**src/rtl/ftrb_pkg.sv**
```systemverilog
// ----------------------------------------------------------------------------
// ftrb_pkg
// Shared types and codes for the freezable trace ring buffer.
// ----------------------------------------------------------------------------
`default_nettype none

package ftrb_pkg;

    localparam int OP_W    = 3;
    localparam int INDEX_W = 10;
    localparam int CAP_W   = 11;
    localparam int COUNT_W = 11;
    localparam int DROP_W  = 32;
    localparam int WORD_W  = 64;

    localparam logic [OP_W-1:0] OP_PUSH   = 3'd0;
    localparam logic [OP_W-1:0] OP_READ   = 3'd1;
    localparam logic [OP_W-1:0] OP_FREEZE = 3'd2;
    localparam logic [OP_W-1:0] OP_RESUME = 3'd3;
    localparam logic [OP_W-1:0] OP_CLEAR  = 3'd4;

    typedef enum logic [2:0] {
        CLS_PUSH,
        CLS_READ,
        CLS_FREEZE,
        CLS_RESUME,
        CLS_CLEAR,
        CLS_NOP
    } item_class_t;

    typedef enum logic [1:0] {
        ST_IDLE,
        ST_MOD,
        ST_MEM,
        ST_RESP
    } back_state_t;

    // head of the front queue as seen by the back end
    typedef struct packed {
        logic                  valid;
        item_class_t           cls;
        logic [INDEX_W-1:0]    read_index;
    } queue_head_t;

    function automatic item_class_t classify(input logic [OP_W-1:0] op);
        item_class_t cls;
        begin
            unique case (op)
                OP_PUSH:   cls = CLS_PUSH;
                OP_READ:   cls = CLS_READ;
                OP_FREEZE: cls = CLS_FREEZE;
                OP_RESUME: cls = CLS_RESUME;
                OP_CLEAR:  cls = CLS_CLEAR;
                default:   cls = CLS_NOP;
            endcase
            return cls;
        end
    endfunction

endpackage

`default_nettype wire

```
**src/rtl/ftrb_front.sv**
```systemverilog
// ----------------------------------------------------------------------------
// ftrb_front
// Accepts input transactions, decodes the op and queues them (two deep).
// ----------------------------------------------------------------------------
`default_nettype none

module ftrb_front #(
    parameter int ENTRY_WIDTH = 64
) (
    input  wire logic                           clk,
    input  wire logic                           rst_n,
    input  wire logic                           item_valid,
    output logic                                item_ready,
    input  wire logic [ftrb_pkg::OP_W-1:0]      op,
    input  wire logic [ftrb_pkg::WORD_W-1:0]    entry_word,
    input  wire logic [ftrb_pkg::INDEX_W-1:0]   read_index,
    output ftrb_pkg::queue_head_t               q_head,
    output logic [ENTRY_WIDTH-1:0]              q_word,
    input  wire logic                           pop
);
    import ftrb_pkg::*;

    item_class_t              cls_mem  [2];
    logic [ENTRY_WIDTH-1:0]   word_mem [2];
    logic [INDEX_W-1:0]       idx_mem  [2];

    logic       wr_ptr_reg, wr_ptr_next;
    logic       rd_ptr_reg, rd_ptr_next;
    logic [1:0] count_reg, count_next;
    logic       push;

    assign item_ready = (count_reg != 2'd2);
    assign push       = item_valid && item_ready;

    always_comb
    begin
        wr_ptr_next = push ? ~wr_ptr_reg : wr_ptr_reg;
        rd_ptr_next = pop  ? ~rd_ptr_reg : rd_ptr_reg;
        count_next  = count_reg + (push ? 2'd1 : 2'd0) - (pop ? 2'd1 : 2'd0);
    end

    always_ff @(posedge clk or negedge rst_n)
    begin
        if (!rst_n)
        begin
            wr_ptr_reg <= 1'b0;
            rd_ptr_reg <= 1'b0;
            count_reg  <= 2'd0;
        end
        else
        begin
            wr_ptr_reg <= wr_ptr_next;
            rd_ptr_reg <= rd_ptr_next;
            count_reg  <= count_next;
        end
    end

    always_ff @(posedge clk)
    begin
        if (push)
        begin
            cls_mem[wr_ptr_reg]  <= classify(op);
            word_mem[wr_ptr_reg] <= entry_word[ENTRY_WIDTH-1:0];
            idx_mem[wr_ptr_reg]  <= read_index;
        end
    end

    always_comb
    begin
        q_head.valid      = (count_reg != 2'd0);
        q_head.cls        = cls_mem[rd_ptr_reg];
        q_head.read_index = idx_mem[rd_ptr_reg];
        q_word            = word_mem[rd_ptr_reg];
    end

endmodule

`default_nettype wire

```
**config.mk**
```make
export PLATFORM = sky130hd
export DESIGN_NAME = ftrb_front
export DESIGN_NICKNAME = d
export VERILOG_FILES = /design/src/rtl/ftrb_pkg.sv /design/src/rtl/ftrb_front.sv
export SDC_FILE = /design/constraint.sdc
export NUM_CORES = 1
export LEC_CHECK = 0
export BUFFER_PORTS_ARGS = -buffer_cell sky130_fd_sc_hd__buf_2
export CORE_MARGIN = 4
export CORE_UTILIZATION = 25
export CTS_CLUSTER_SIZE = 16
export DETAILED_ROUTE_END_ITERATION = 10
export MAX_ROUTING_LAYER = met4
export SLEW_MARGIN = 20
export SYNTH_ARGS = -nofsm -noshare
export SYNTH_HDL_FRONTEND = slang
export SYNTH_SLANG_ARGS = --single-unit
```
**constraint.sdc**
```tcl
create_clock -name clk -period 4.6 [get_ports clk]
set_clock_uncertainty 0.15 [all_clocks]
set_input_delay 0.92 -clock clk [delete_from_list [all_inputs] [get_ports clk]]
set_output_delay 0.92 -clock clk [all_outputs]
set_load 0.01 [all_outputs]
```
==> metrics <==
overflow left after global routing 0; crit-path max cell delay between 0.7 and 0.8 ns; initial drt markers approximately 140; max cap viols 0; final net count ~510; Yosys reg bits ~160; die height 161 um; placeable core region ~23,000 um2; crit path capture type output pin; Cell Area, Synth around 5900 um2; count of cell types in the netlist 20; die span in x ~160 um; Avg Synthesized Cell Area 22.5 um2; hold_ws 0.154 ns; total CTS buffers 17; CP arrival about 2.0 ns; vias per cell a little under 4; Total Wirelength around 12,000 um; Top delay family on crit path flip-flops; clock period minus worst slack ~3 ns; IO Port Bufs around 160; leakage around 2.8 nW; CP Data Required Time 3.53 ns; Reg2Reg Depth 4; post-DP HPWL approximately 7400 um; IO Count between 150 and 200; Final Util 0.333; Final Slew Violations 0; RSZ-0062 raised after global routing false; setup TNS 0 ns; vias 2,932; post-synthesis adder-cell area fraction 0.00214; layout cell share with drive strength beyond 1 0.610; First-pass DRT Iterations 4; Setup CP Type flip-flop to output pin; worst reg2reg path endpoint word_mem[0][27]$_DFFE_PP_; cts hold-fix bufs 0; YS warnings 0; largest registers word_mem: 128 flops, idx_mem: 20 flops, cls_mem: 6 flops; Routability Congestion roughly 0.67; post-CTS sizing 0; critical path cell sequence buf_16, mux2_2, buf_2; sequential fraction of the synthesis area 0.808; initial antenna violation count 0; Slowest-stage cell, CP dfrtp_4; clk sink count 158; Worst slew margin 0.504; status complete, no violations; Routed Antenna Nets 0; RR Startpoint count_reg[0]$_DFF_PN0_; clk_lat worst skew roughly 0.41 ns; DR WL/cell around 15 um; mux contribution to synthesized area 0.161; placed insts approximately 720; largest net degree at the start of global routing between 70 and 80; Max IR drop VDD 0.343 mV; master cell of the clock root buffer clkbuf_16; pwr dens 633 nW/um2; Hold Vio Cnt, Final 0; XOR/XNOR Fraction of Synth Area 0.00599; number of antenna cells inserted 0; largest family of logic cells by synthesized area multiplexers; final std cells w/o fill about 760; Area Growth Syn to Fin 30.1%; wire length of the first global-routing pass 18,000 um; clk slew on worst S/H paths approximately 0.060 ns; DRC viols 0; CTS max path bufs 2; die area 25,900 um2; final period utilization 0.672; Least-Margin Pin Slew 0.742 ns; Most flops, register word_mem; Starting Density 0.256; Gate Count Post-Synth between 200 and 300; max reg flops between 100 and 150; syn nets roughly 340; achievable frequency 324 MHz; CTS tree done; vias in the first global route roughly 3,400; reg-to-reg slack, setup 2.39 ns; Cell Rows 55; worst min path class input port to asynchronous set/reset pin; buffers and inverters on the worst path 2; setup violators final 0; simple-gate share of the synthesized area 0.00684; post-synthesis compound-gate area fraction 0.00385; postcts setup bufs 0; Max Fanout on Critical Path 55; GRT Util Overall 0.0925; CP startpoint kind flip-flop; H-tree depth 4
## cells by family after synthesis
kind of cell / count (synthesis)
DFF: 158
muxes: 77
buffers and inverters: 10
and+or+nand+nor: 7
xor gates and xnor gates: 4
AOI/OAI and AO/OA: 3
adders and majority gates: 1
## Yosys cell counts
cell type | n | share of area
edfxtp_1 | 154 | 0.79
mux2_2 | 57 | 0.11
mux2_4 | 20 | 0.051
buf_2 | 5 | 0.0043
buf_6 | 4 | 0.0077
dfrtp_1 | 4 | 0.017
xnor2_1 | 3 | 0.0045
a21bo_2 | 1 | 0.0017
a21o_1 | 1 | 0.0013
a21oi_1 | 1 | 0.00085
and3_1 | 1 | 0.0011
clkbuf_1 | 1 | 0.00064
ha_1 | 1 | 0.0021
nand2_1 | 1 | 0.00064
nand2b_1 | 1 | 0.0011
nor2_1 | 1 | 0.00064
nor2b_1 | 1 | 0.0011
nor3b_1 | 1 | 0.0013
or2_2 | 1 | 0.0011
xor2_1 | 1 | 0.0015
## how the worst max path moves through the flow
stage / startpoint / to / slack [ns] / cells after the start
floorplan: item_valid / cls_mem[0][0]$_DFFE_PP_ / 0.99 / 2
global placement: rd_ptr_reg$_DFFE_PN0P_ / q_word[63] / 1.68 / 2
detailed placement: item_valid / word_mem[0][20]$_DFFE_PP_ / 1.81 / 4
CTS: rd_ptr_reg$_DFFE_PN0P_ / q_word[60] / 1.44 / 3
global route: rd_ptr_reg$_DFFE_PN0P_ / q_word[18] / 1.38 / 3
finish: rd_ptr_reg$_DFFE_PN0P_ / q_word[60] / 1.51 / 3
## cell type report
type / count / area [um2]
clock buffer: 21 / 440
sequential: 158 / 4730
timing repair buffer: 162 / 871
tap: 313 / 392
multi-input combinational: 92 / 1060
clock inverter: 11 / 118
fill: 2276 / 15200
## worst register-to-register path: stages (launching register included)
cell and delay [ns]:
dfrtp_1 0.39, nand2b_1 0.16, nand2_1 0.15, nor2_4 0.60, buf_12 0.39
## cells in the final DEF (no fill, tap or decap), drive strengths merged, types with 2 or more instances in the layout
| master | netlist | routed |
|---|---|---|
| buf | 9 | 162 |
| clkbuf | 1 | 21 |
| dfrtp | 4 | 4 |
| clkinv | 0 | 7 |
| edfxtp | 154 | 154 |
| mux2 | 77 | 77 |
| xnor2 | 3 | 3 |
| bufinv | 0 | 2 |
## through the flow
step / power [W] / setup WS [ns] / instance area (um2)
floorplan: 0.00301 / 0.988 / 5850
global placement: 0.00348 / 1.68 / 7000
detailed placement: 0.00354 / 1.81 / 7030
CTS: 0.00491 / 1.44 / 7590
global route: 0.00510 / 1.38 / 7610
finish: 0.00482 / 1.51 / 7610
## power by group
part	internal, W	switching [W]	leakage (nW)
Sequential	0.00197	0.000133	1.48
Clock	0.000797	0.000544	0.273
Combinational	0.000674	0.000703	1.09
Total	0.00344	0.00138	2.84
## per-layer routing
metal  wire, um  global-route usage
met1       5040               0.109
met5          0                   -
met3        945              0.0365
met2       5420               0.147
met4        115              0.0291
Power figures use the tool's default switching activity.
